`config.mk`:
```
export PLATFORM = sky130hd
export DESIGN_NAME = sha256_message_hasher
export DESIGN_NICKNAME = d
export VERILOG_FILES = /design/src/rtl/sha256mh_pkg.sv /design/src/rtl/sha256_message_hasher.sv
export SDC_FILE = /design/constraint.sdc
export NUM_CORES = 2
export LEC_CHECK = 0
export BUFFER_PORTS_ARGS = -buffer_cell sky130_fd_sc_hd__buf_2
export CORE_ASPECT_RATIO = 1.1
export CORE_MARGIN = 5
export CORE_UTILIZATION = 50
export CTS_CLUSTER_DIAMETER = 100
export DETAILED_ROUTE_END_ITERATION = 8
export GPL_TIMING_DRIVEN = 0
export PLACE_DENSITY_LB_ADDON = 0.08
export SETUP_SLACK_MARGIN = 0.5
export SLEW_MARGIN = 20
export SYNTH_ARGS = -nofsm -noshare
export SYNTH_HDL_FRONTEND = slang
export SYNTH_SLANG_ARGS = --single-unit
```
`constraint.sdc`:
```
create_clock -name clk -period 7.6 [get_ports clk]
set_input_delay 1.14 -clock clk [delete_from_list [all_inputs] [get_ports clk]]
set_output_delay 1.14 -clock clk [all_outputs]
set_load 0.02 [all_outputs]
```
`src/rtl/sha256mh_pkg.sv`:
```
// ----------------------------------------------------------------------------
// SHA-256 message hasher package
// Word type, controller states, initial hash value, round constants and the
// sigma and padding helper functions.
// ----------------------------------------------------------------------------
package sha256mh_pkg;

  typedef logic [31:0] word_t;

  // Controller states, one-hot coded.
  typedef enum logic [6:0] {
    ST_IDLE  = 7'b0000001,
    ST_PAD   = 7'b0000010,
    ST_PREP0 = 7'b0000100,
    ST_PREP1 = 7'b0001000,
    ST_RND   = 7'b0010000,
    ST_FIN   = 7'b0100000,
    ST_OUT   = 7'b1000000
  } state_t;

  localparam word_t END_MARK = 32'h8000_0000;

  localparam word_t HASH_INIT [8] = '{
    32'h6a09e667, 32'hbb67ae85, 32'h3c6ef372, 32'ha54ff53a,
    32'h510e527f, 32'h9b05688c, 32'h1f83d9ab, 32'h5be0cd19
  };

  localparam word_t ROUND_K [64] = '{
    32'h428a2f98, 32'h71374491, 32'hb5c0fbcf, 32'he9b5dba5,
    32'h3956c25b, 32'h59f111f1, 32'h923f82a4, 32'hab1c5ed5,
    32'hd807aa98, 32'h12835b01, 32'h243185be, 32'h550c7dc3,
    32'h72be5d74, 32'h80deb1fe, 32'h9bdc06a7, 32'hc19bf174,
    32'he49b69c1, 32'hefbe4786, 32'h0fc19dc6, 32'h240ca1cc,
    32'h2de92c6f, 32'h4a7484aa, 32'h5cb0a9dc, 32'h76f988da,
    32'h983e5152, 32'ha831c66d, 32'hb00327c8, 32'hbf597fc7,
    32'hc6e00bf3, 32'hd5a79147, 32'h06ca6351, 32'h14292967,
    32'h27b70a85, 32'h2e1b2138, 32'h4d2c6dfc, 32'h53380d13,
    32'h650a7354, 32'h766a0abb, 32'h81c2c92e, 32'h92722c85,
    32'ha2bfe8a1, 32'ha81a664b, 32'hc24b8b70, 32'hc76c51a3,
    32'hd192e819, 32'hd6990624, 32'hf40e3585, 32'h106aa070,
    32'h19a4c116, 32'h1e376c08, 32'h2748774c, 32'h34b0bcb5,
    32'h391c0cb3, 32'h4ed8aa4a, 32'h5b9cca4f, 32'h682e6ff3,
    32'h748f82ee, 32'h78a5636f, 32'h84c87814, 32'h8cc70208,
    32'h90befffa, 32'ha4506ceb, 32'hbef9a3f7, 32'hc67178f2
  };

  // Upper-case sigma functions of the round.
  function automatic word_t bsig0(word_t x);
    return {x[1:0], x[31:2]} ^ {x[12:0], x[31:13]} ^ {x[21:0], x[31:22]};
  endfunction

  function automatic word_t bsig1(word_t x);
    return {x[5:0], x[31:6]} ^ {x[10:0], x[31:11]} ^ {x[24:0], x[31:25]};
  endfunction

  // Lower-case sigma functions of the message schedule.
  function automatic word_t ssig0(word_t x);
    return {x[6:0], x[31:7]} ^ {x[17:0], x[31:18]} ^ {3'b000, x[31:3]};
  endfunction

  function automatic word_t ssig1(word_t x);
    return {x[16:0], x[31:17]} ^ {x[18:0], x[31:19]} ^ {10'b0, x[31:10]};
  endfunction

  // Message bytes kept in a short final word.
  function automatic word_t keep_mask(logic [1:0] n);
    word_t m;
    unique case (n)
      2'd0:    m = 32'h0000_0000;
      2'd1:    m = 32'hFF00_0000;
      2'd2:    m = 32'hFFFF_0000;
      default: m = 32'hFFFF_FF00;
    endcase
    return m;
  endfunction

  // End marker placed right after the last message byte.
  function automatic word_t end_marker(logic [1:0] n);
    word_t m;
    unique case (n)
      2'd0:    m = 32'h8000_0000;
      2'd1:    m = 32'h0080_0000;
      2'd2:    m = 32'h0000_8000;
      default: m = 32'h0000_0080;
    endcase
    return m;
  endfunction

endpackage

```
`src/rtl/sha256_message_hasher.sv`:
```
// ----------------------------------------------------------------------------
// SHA-256 message hasher
// Collects big-endian message words into a 16-entry schedule memory, pads the
// message and runs the 64-round compression, then emits the eight digest words.
// ----------------------------------------------------------------------------
// A word that neither fills a block nor ends the message leaves busy low; a word
//   that fills a block holds busy through read-ahead (PREP0, PREP1), the rounds
//   and the hash update (FIN). The compression runs one round per cycle out of
//   the schedule memory, and no new word is taken until it is done.
// A last word adds padding and one or two compressions, then the eight digest
//   words leave on consecutive cycles; the receiver cannot stall.
// Reset (rst_n low, synchronous) restores the initial hash value and clears
//   the counters; the schedule memory is not cleared.
module sha256_message_hasher (
  input  logic                 clk,
  input  logic                 rst_n,
  input  logic                 start,
  output logic                 busy,
  input  sha256mh_pkg::word_t  in_data_word,
  input  logic [2:0]           in_valid_bytes,
  input  logic                 in_last_word,
  output logic                 out_strobe,
  output sha256mh_pkg::word_t  out_digest_word,
  output logic [2:0]           out_word_index,
  output logic                 out_last_of_run
);
  import sha256mh_pkg::*;

  // Control registers.
  state_t      state_r, state_nxt;
  logic [3:0]  cnt_r, cnt_nxt;
  logic [60:0] bytes_r, bytes_nxt;
  logic        marker_r, marker_nxt;
  logic        hi_done_r, hi_done_nxt;
  logic        final_r, final_nxt;
  logic        pad_r, pad_nxt;
  logic [5:0]  rnd_r, rnd_nxt;
  logic [5:0]  sched_r, sched_nxt;
  logic [2:0]  oidx_r, oidx_nxt;
  word_t       hash_r [8];
  word_t       hash_nxt [8];
  logic        ostb_r;

  // Datapath registers.
  word_t       wmem [16];
  word_t       rd_a_r, rd_b_r;
  word_t       w1_r, w2_r, w16_r, kw_r;
  word_t       wv_r [8];
  word_t       odata_r;
  logic [2:0]  oidx_q_r;
  logic        olast_r;

  logic        accept;
  logic [2:0]  nbytes;
  word_t       in_word;
  word_t       pad_word;
  logic        mem_we;
  logic [3:0]  mem_waddr;
  word_t       mem_wdata;
  logic [5:0]  rd_idx;
  logic [3:0]  rd_a_addr, rd_b_addr;
  word_t       w_new;
  logic        sched_go;
  word_t       t_one, t_two;

  assign busy   = (state_r != ST_IDLE);
  assign accept = start && !busy;

  // Valid byte count, saturated at four.
  assign nbytes = in_valid_bytes[2] ? 3'd4 : in_valid_bytes;

  // Word written on input: short last words are masked and get the end marker.
  always_comb begin
    if (!in_last_word || nbytes == 3'd4) begin
      in_word = in_data_word;
    end else begin
      in_word = (in_data_word & keep_mask(nbytes[1:0])) | end_marker(nbytes[1:0]);
    end
  end

  // Padding word: marker, zeros, then the bit length with its high word first.
  always_comb begin
    priority if (marker_r) begin
      pad_word = END_MARK;
    end else if (cnt_r == 4'd14) begin
      pad_word = bytes_r[60:29];
    end else if (cnt_r == 4'd15 && hi_done_r) begin
      pad_word = {bytes_r[28:0], 3'b000};
    end else begin
      pad_word = '0;
    end
  end

  // Schedule read-ahead: port A gives w[j] for j < 16 and w[j-7] after that,
  // port B gives w[j-15]. Writes of the cycle never hit the slots being read.
  assign rd_idx    = (state_r == ST_PREP0) ? 6'd0 : sched_r + 6'd1;
  assign rd_a_addr = (rd_idx < 6'd16) ? rd_idx[3:0] : rd_idx[3:0] + 4'd9;
  assign rd_b_addr = rd_idx[3:0] + 4'd1;

  // Schedule word j; w16_r holds w[j-16] from the previous port B read.
  assign sched_go = (state_r == ST_PREP1) || (state_r == ST_RND && rnd_r != 6'd63);
  always_comb begin
    if (sched_r < 6'd16) begin
      w_new = rd_a_r;
    end else begin
      w_new = w16_r + ssig0(rd_b_r) + rd_a_r + ssig1(w2_r);
    end
  end

  // Memory write port: input words, padding words or expanded schedule words.
  always_comb begin
    mem_we    = 1'b0;
    mem_waddr = cnt_r;
    mem_wdata = in_word;
    if (state_r == ST_IDLE) begin
      mem_we = accept;
    end else if (state_r == ST_PAD) begin
      mem_we    = 1'b1;
      mem_wdata = pad_word;
    end else if (sched_go && sched_r >= 6'd16) begin
      mem_we    = 1'b1;
      mem_waddr = sched_r[3:0];
      mem_wdata = w_new;
    end
  end

  // Schedule memory: one write port and two registered read ports.
  always_ff @(posedge clk) begin
    if (mem_we) begin
      wmem[mem_waddr] <= mem_wdata;
    end
    rd_a_r <= wmem[rd_a_addr];
    rd_b_r <= wmem[rd_b_addr];
  end

  // Schedule pipeline; kw_r carries K plus the word into the next round.
  always_ff @(posedge clk) begin
    if (sched_go) begin
      w1_r  <= w_new;
      w2_r  <= w1_r;
      w16_r <= rd_b_r;
      kw_r  <= ROUND_K[sched_r] + w_new;
    end
  end

  // Compression round on the working variables.
  assign t_one = wv_r[7] + bsig1(wv_r[4]) + ((wv_r[4] & wv_r[5]) ^ (~wv_r[4] & wv_r[6]))
                 + kw_r;
  assign t_two = bsig0(wv_r[0])
                 + ((wv_r[0] & wv_r[1]) ^ (wv_r[0] & wv_r[2]) ^ (wv_r[1] & wv_r[2]));

  always_ff @(posedge clk) begin
    if (state_r == ST_PREP1) begin
      wv_r <= hash_r;
    end else if (state_r == ST_RND) begin
      wv_r[7] <= wv_r[6];
      wv_r[6] <= wv_r[5];
      wv_r[5] <= wv_r[4];
      wv_r[4] <= wv_r[3] + t_one;
      wv_r[3] <= wv_r[2];
      wv_r[2] <= wv_r[1];
      wv_r[1] <= wv_r[0];
      wv_r[0] <= t_one + t_two;
    end
  end

  // Controller next state.
  always_comb begin
    state_nxt   = state_r;
    cnt_nxt     = cnt_r;
    bytes_nxt   = bytes_r;
    marker_nxt  = marker_r;
    hi_done_nxt = hi_done_r;
    final_nxt   = final_r;
    pad_nxt     = pad_r;
    rnd_nxt     = rnd_r;
    sched_nxt   = sched_r;
    oidx_nxt    = oidx_r;
    hash_nxt    = hash_r;
    unique case (state_r)
      ST_IDLE: begin
        if (accept) begin
          cnt_nxt = cnt_r + 4'd1;
          if (in_last_word) begin
            bytes_nxt   = bytes_r + 61'(nbytes);
            marker_nxt  = (nbytes == 3'd4);
            pad_nxt     = 1'b1;
            hi_done_nxt = 1'b0;
            final_nxt   = 1'b0;
          end else begin
            bytes_nxt = bytes_r + 61'd4;
          end
          if (cnt_r == 4'd15) begin
            state_nxt = ST_PREP0;
          end else if (in_last_word) begin
            state_nxt = ST_PAD;
          end
        end
      end
      ST_PAD: begin
        cnt_nxt = cnt_r + 4'd1;
        priority if (marker_r) begin
          marker_nxt = 1'b0;
        end else if (cnt_r == 4'd14) begin
          hi_done_nxt = 1'b1;
        end else if (cnt_r == 4'd15 && hi_done_r) begin
          final_nxt = 1'b1;
        end else begin
          hi_done_nxt = hi_done_r;
        end
        if (cnt_r == 4'd15) begin
          state_nxt = ST_PREP0;
        end
      end
      ST_PREP0: begin
        sched_nxt = '0;
        state_nxt = ST_PREP1;
      end
      ST_PREP1: begin
        sched_nxt = sched_r + 6'd1;
        rnd_nxt   = '0;
        state_nxt = ST_RND;
      end
      ST_RND: begin
        sched_nxt = sched_r + 6'd1;
        rnd_nxt   = rnd_r + 6'd1;
        if (rnd_r == 6'd63) begin
          state_nxt = ST_FIN;
        end
      end
      ST_FIN: begin
        for (int i = 0; i < 8; i++) begin
          hash_nxt[i] = hash_r[i] + wv_r[i];
        end
        rnd_nxt = '0;
        if (final_r) begin
          oidx_nxt  = '0;
          state_nxt = ST_OUT;
        end else if (pad_r) begin
          state_nxt = ST_PAD;
        end else begin
          state_nxt = ST_IDLE;
        end
      end
      ST_OUT: begin
        oidx_nxt = oidx_r + 3'd1;
        if (oidx_r == 3'd7) begin
          hash_nxt    = HASH_INIT;
          cnt_nxt     = '0;
          bytes_nxt   = '0;
          marker_nxt  = 1'b0;
          hi_done_nxt = 1'b0;
          final_nxt   = 1'b0;
          pad_nxt     = 1'b0;
          state_nxt   = ST_IDLE;
        end
      end
      default: begin
        state_nxt = ST_IDLE;
      end
    endcase
  end

  // Controller registers.
  always_ff @(posedge clk) begin
    if (!rst_n) begin
      state_r   <= ST_IDLE;
      cnt_r     <= '0;
      bytes_r   <= '0;
      marker_r  <= 1'b0;
      hi_done_r <= 1'b0;
      final_r   <= 1'b0;
      pad_r     <= 1'b0;
      rnd_r     <= '0;
      sched_r   <= '0;
      oidx_r    <= '0;
      hash_r    <= HASH_INIT;
      ostb_r    <= 1'b0;
    end else begin
      state_r   <= state_nxt;
      cnt_r     <= cnt_nxt;
      bytes_r   <= bytes_nxt;
      marker_r  <= marker_nxt;
      hi_done_r <= hi_done_nxt;
      final_r   <= final_nxt;
      pad_r     <= pad_nxt;
      rnd_r     <= rnd_nxt;
      sched_r   <= sched_nxt;
      oidx_r    <= oidx_nxt;
      hash_r    <= hash_nxt;
      ostb_r    <= (state_r == ST_OUT);
    end
  end

  // Digest output register, one word per cycle.
  always_ff @(posedge clk) begin
    if (state_r == ST_OUT) begin
      odata_r  <= hash_r[oidx_r];
      oidx_q_r <= oidx_r;
      olast_r  <= (oidx_r == 3'd7);
    end
  end

  assign out_strobe      = ostb_r;
  assign out_digest_word = odata_r;
  assign out_word_index  = oidx_q_r;
  assign out_last_of_run = olast_r;

endmodule

```
Word-level counts from Yosys, hierarchy flattened

Memory sizes are Yosys's and may differ from the RTL's. A register that Yosys moved wholly into a read port is not among the register bits.
Cells that the tools add are included.
W data, S select, Z words.

Register bits after elaboration: 768
Bits in writable memories: 512
Memory bits (read-only): 2048
Word-level logic and storage cells: 209
Memories kept: 2

$add $sub $neg: 26
Magnitude comparators: 5
Eq/ne operators: 27
Multiplexer cells: 68
Bitwise gates (word level): 21
Reductions and logical operators: 26

Memories:

| name             | depth | bits a word | rd ports | clocked after memory_dff | wr ports | line                         | RTL |
|---|---|---|---|---|---|---|---|
| (name not given) | 64    | 32          | 1        | 0                        | 0        | sha256_message_hasher.sv:142 | `kw_r <= ROUND_K[sched_r] + w_new;` |
| wmem             | 16    | 32          | 2        | 2                        | 1        | sha256_message_hasher.sv:45  | `word_t wmem [16];` |

Operator list:

| kind                    | number |
|---|---|
| $mux W256               | 3 |
| $add A32 B32 Y32        | 18 |
| $pmux W256 S2           | 1 |
| $mux W32                | 14 |
| $xor A32 B32 Y32        | 9 |
| $and A32 B32 Y32        | 6 |
| $pmux W32 S3            | 2 |
| $mux W61                | 3 |
| $pmux W61 S2            | 1 |
| $bmux W32 S3            | 1 |
| $add A61 B3 Y61         | 1 |
| $add A61 B3 Y61 const B | 1 |
| $mux W7                 | 7 |
| $pmux W7 S7             | 1 |
| $not A32 Y32            | 1 |
| $or A32 B32 Y32         | 1 |
| $xor A32 B22 Y32        | 1 |
| $xor A32 B29 Y32        | 1 |
| $mux W4                 | 6 |
| $pmux W6 S2             | 2 |
| $mux W1                 | 17 |
| $add A6 B1 Y6 const B   | 2 |
| $lt A6 B5 Y1 const B    | 2 |
| $ne A2 B2 Y1 const B    | 6 |
| 44 further kinds        | 66 |

Logic depth before layout (Yosys ltp)

Depth in word-level cells: 10
Mapped depth: 32
Mapped depth without buffers: 31

Worst setup path before layout

No wires, ideal clock.

Path type: register -> register
Start: register state_r[5]
End: register state_r[0]
Library setup time: 0.122 ns
Data arrival time: 7.512 ns
Data required time: 7.478 ns
Setup slack: -0.034 ns
Stages on the path, launching flop included: 11
Path buffers: 2
Path through: dfxtp_1 > clkbuf_1 > nor4_1 > and3_1 > clkbuf_1 > nor2_1 > inv_1 > nor2_1 > nand3_1 > o31ai_1 > a221o_1

Cells in the longest elaborated chain, start to end: 5
Elaborated cells between the ends (all ways): 17
Classes of those cells: eq/ne: 13; mux: 1; reduce/logical: 3

Ends and longest elaborated chain:

| element                     | line                         | RTL |
|---|---|---|
| start, declared             | sha256_message_hasher.sv:30  | `state_t state_r, state_nxt;` |
| start signal, assigned      | sha256_message_hasher.sv:280 | `state_r <= state_nxt;` |
| $ne A7 B1 Y1                | sha256_message_hasher.sv:66  | `assign busy = (state_r != ST_IDLE);` |
| $logic_not A1 Y1            | sha256_message_hasher.sv:67  | `assign accept = start && !busy;` |
| $logic_and A1 B1 Y1         | sha256_message_hasher.sv:67  |  |
| $ne A2 B2 Y1 (no line)      | -                            |  |
| $reduce_and A5 Y1 (no line) | -                            |  |

Several ways; a longest one is shown, not always the timed one.
A chain may end at the register's enable or synchronous reset.

Worst setup path in the final report

Start: register wv_r[121] in the netlist's numbering
End: register wv_r[253] in the netlist's numbering, data pin

Cells in the longest elaborated chain, start to end: 8
Elaborated cells between the ends (all ways): 12
Classes of those cells: add/sub: 4; mux: 2; bitwise: 6

Ends and longest elaborated chain:

| element                                                     | line                                             | RTL |
|---|---|---|
| start, declared                                             | sha256_message_hasher.sv:48                      | `word_t wv_r [8];` |
| start signal, assigned                                      | sha256_message_hasher.sv:154                     | `wv_r <= hash_r;` |
| $xor A32 B32 Y32 / $not A32 Y32 (equally long branches)     | sha256mh_pkg.sv:53, sha256_message_hasher.sv:147 |  |
| $xor A32 B32 Y32 / $and A32 B32 Y32 (equally long branches) | sha256mh_pkg.sv:53, sha256_message_hasher.sv:147 |  |
| $add A32 B32 Y32 / $xor A32 B32 Y32 (equally long branches) | sha256_message_hasher.sv:147                     | `assign t_one = wv_r[7] + bsig1(wv_r[4]) + ((wv_r[4] & wv_r[5]) ^ (~wv_r[4] & wv_r[6]))` |
| $add A32 B32 Y32 (*)                                        | sha256_message_hasher.sv:147                     |  |
| $add A32 B32 Y32 (*)                                        | sha256_message_hasher.sv:148                     | `+ kw_r;` |
| $add A32 B32 Y32 (*)                                        | sha256_message_hasher.sv:163                     | `wv_r[0] <= t_one + t_two;` |
| $mux W256 (*)                                               | sha256_message_hasher.sv:155                     | `end else if (state_r == ST_RND) begin` |
| $mux W256 (*)                                               | sha256_message_hasher.sv:153                     | `if (state_r == ST_PREP1) begin` |

Mark *: on every way between the ends. The rest lies on a longest branch, timed or not. The select of a mux whose other input is x is not followed.

==> run_results.csv <==
group,metric,value,unit
run_status,outcome,"complete, no violations",
layout,area_of_the_multi_input_gates,47400,sq um
placement,buffer_ports.inserted,76,
layout,seq_area,36300,sq um
timing,final-hold-violation-count,0,
floorplan,initial_cell_density_of_the_core,50.3,%
pwr,switching_power,6.47,mW
min_path,worst_hold_path_type,"reg2reg",
synthesis,ys.flop_type,"edfxtp_1",
timing,timing.final.max_slew_violations,0,
detailed_routing,total_via_count_in_the_routed_design,73900,
synthesis,dominant_combinational_cell_family_by_area_after_synthesis,"compound AO/OA/AOI/OAI gates",
clocking,tritoncts.num_buffers,152,
synthesis,syn-instance-count,8784,
placement,dp_hpwl,277,mm
clocking,cts_root_buffer,"clkbuf_16",
global_routing,grt_start_max_net_pins,57,
pwr,p_sw_share,31.0,%
clocking,tritoncts_clock_tree,"done",
clocking,worst_setup_hold_path_clk_slew,0.06,ns
floorplan,row_count,159,
synthesis,synthTopCellsByCount,"nand2_1, edfxtp_1, nor2_1",
pwr,static-leakage-power,37.4,nW
synthesis,sequential_cell_area_fraction_in_the_yosys_report,42.2,%
clocking,ctsHtreeMaxLevel,4,
detailed_routing,dr.first_iter.drc_count,8877,
pwr,ir_drop,0.000459,V
pwr,p_clk_share,37.8,%
placement,placedCellCount,11200,
placement,worst_slack_after_detailed_placement,-1.04,ns
floorplan,die_height,444,microns
layout,flow.area_growth_from_synthesis,13.6,%
synthesis,synthSimpleGateAreaFrac,14.4,%
floorplan,boundaryPins,77,
synthesis,synthesis.nets,9426,
critical_path,setup.worst_path.start_class,"flop",
detailed_routing,drc_errors,0,
synthesis,synth_seq_cells,1344,
clocking,cts_max_path_buffers,3,
global_routing,first_pass_grt_wire_length,506,mm
floorplan,dieWidth,405,microns
pwr,seq_power_share,40.4,%
detailed_routing,postRouteWirelength,362,mm
synthesis,synth.area.mux_share,6.18,%
floorplan,design.core.area,171000,sq um
timing,fmaxAchievable,0.140,GHz
global_routing,first_global_vias,70900,
synthesis,synthMostInstantiatedCell,"nand2_1",
timing,worst_max_slew_pin_slew,1.29,ns
synthesis,synthAdderAreaFrac,10.3,%
placement,gp_congestion,1.03,
global_routing,grt.overflow.total,0,
detailed_routing,drt-pass1-iter-count,8,
detailed_routing,avgRoutedWirePerCell,31.5,microns
timing,post-route-min-period,7.17,ns
clocking,cts_hold_buffers,0,
timing,final.period_utilization,94.3,%
run,maxCapViolations,0,
synthesis,synth_compound_area_share,16.3,%
synthesis,post_synth.cell_area_avg,9.77,sq um
synthesis,synth.distinct_cells,92,
pwr,cellPowerDensity,214,nW/um^2
layout,nFillCells,15000,
clocking,clock_latency_reported_for_the_late_side_of_the_worst_skew_pair,0.84,ns
layout,finalInstanceArea,97500,sq um
critical_path,critical_path.slowest_cell,"fa_1",
synthesis,ys_top_cells_by_area,"edfxtp_1, dfxtp_1, nand2_1, ha_1, mux4_2",
layout,share_of_cells_above_drive_strength_1,10.9,%
critical_path,slowest_delay,0.52,ns
synthesis,post_synthesis_share_of_cell_area_spent_on_xor_and_xnor_gates,6.49,%
timing,grt_setup_unrepaired,"yes",
synthesis,synthDominantAreaCellType,"edfxtp_1",
global_routing,groute.usage.overall,39.2,%
detailed_routing,drtAntennaViolNets,0,
layout,num-nets-final,9773,
pwr,p_int,14.4,mW
placement,placed_area,90300,sq um
synthesis,synth_warnings,0,
critical_path,critical_path_arrival,7.71,ns
detailed_routing,via_density,6.42,
synthesis,synth_edf_count,932,
timing,setup_violations,0,
critical_path,timing.critical_path.mode_cell,"buf_4",
critical_path,timing.setup.critical_path_class,"reg2reg",
global_routing,grt_antenna_before_repair,15,
timing,worst_slew_margin_rel,13.9,%
timing,finClkSkew,0.0836,ns
synthesis,synth_area,85800,sq um
synthesis,asyncSetResetFlopFracSynth,0,%
critical_path,critPathCaptureType,"flop",
layout,layout.cells.non_filler,11500,
pwr,power_frac_comb,21.8,%
floorplan,die_area,180000,sq um
clocking,cts_num_sinks,1344,
critical_path,worstPathRequired,8.14,ns
synthesis,synth_top_cell_area_share,32.6,%
timing,final_critical_path_setup_slack,0.435,ns
critical_path,crit_fanout,5,
repair_timing:
action,4_1_cts,5_1_grt
setup buffers,33,34
cloned,0,0
gates resized for setup,167,136
setup endpoints to repair,139,31
pin swaps,41,94
path summary, 6_finish.rpt:
| path | startpoint | end | slack (ns) | depth (start not counted) |
|---|---|---|---|---|
| worst min register to register | w1_r[0] | w2_r[0] | 0.37 | 0 |
| worst max-delay path | wv_r[121] | wv_r[253] | 0.43 | 32 |
| worst min-delay path | w1_r[0] | w2_r[0] | 0.37 | 0 |
| worst max register to register | wv_r[121] | wv_r[253] | 0.43 | 32 |
metal layers:
metal	wire, microns	up-vias	global-route usage (%)	share of wire [%]
met5	35	-	0	0.0097
met4	39600	6	34.3	11
met3	32900	1163	8.21	9.1
met2	159000	4146	60.5	44
met1	131000	36200	46.6	36
li1	-	32400	-	-
state kept, by name, indices dropped and copies added, names as in the netlist, 61 cells and up:
name / flops
hash_r: 256
wv_r: 256
bytes_r: 61
wmem: 512
cells in the final DEF, fill, tap and decap left out, types with 355 or more instances in the layout:
cell and n:
dfxtp_1 403, ha_1 417, a21oi_1 545, inv_1 429
xnor2_1 355, clkbuf_1 378, o21ai_0 394, nor2_1 554
nand2_1 1483, edfxtp_1 932
metrics by stage:
step	utilization [%]	TNS, ns	hold slack (ns)	total power, mW
2_1_floorplan	-	0	0.400	11.1
3_3_place_gp	52.1	-2333.05	0.401	12.5
3_5_place_dp	52.9	-21.71	0.405	12.7
4_1_cts	56.6	0	0.361	20.7
5_1_grt	57.1	0	0.379	21.6
6_report	57.1	0	0.374	20.9
cells by family after synthesis:
family	Yosys count
AOI/OAI and AO/OA	2181
xor gates and xnor gates	636
adders and majority gates	607
buffers and inverters	926
DFF	1344
muxes	279
and+or+nand+nor	2811
power groups by stage:
stage	combinational, mW	clock (mW)	sequential [mW]
2_1_floorplan	2.67	0	8.47
3_3_place_gp	3.94	0	8.58
3_5_place_dp	4.17	0	8.56
4_1_cts	4.31	7.94	8.41
5_1_grt	4.85	8.26	8.44
6_report	4.56	7.89	8.42
cell type report:
type                       count  area share (%)
multi-input combinational   6514            48.6
sequential                  1344            37.2
clock buffer                 198            4.35
tap                         2254            2.89
buffer                       481            2.05
timing repair buffer         193            2.02
inverter                     445            1.72
clock inverter                85            1.15
antenna                        5          0.0128
worst max-delay path, delay by kind of cell, from the launching register on:
kind	cells	cell delay, ns
fa+ha+maj	6	1.98
compound gates	9	1.85
buf+inv	10	1.29
xor+xnor	4	0.93
simple gates	3	0.41
flops	1	0.41
Note: power is estimated with default switching activity, not from simulation.
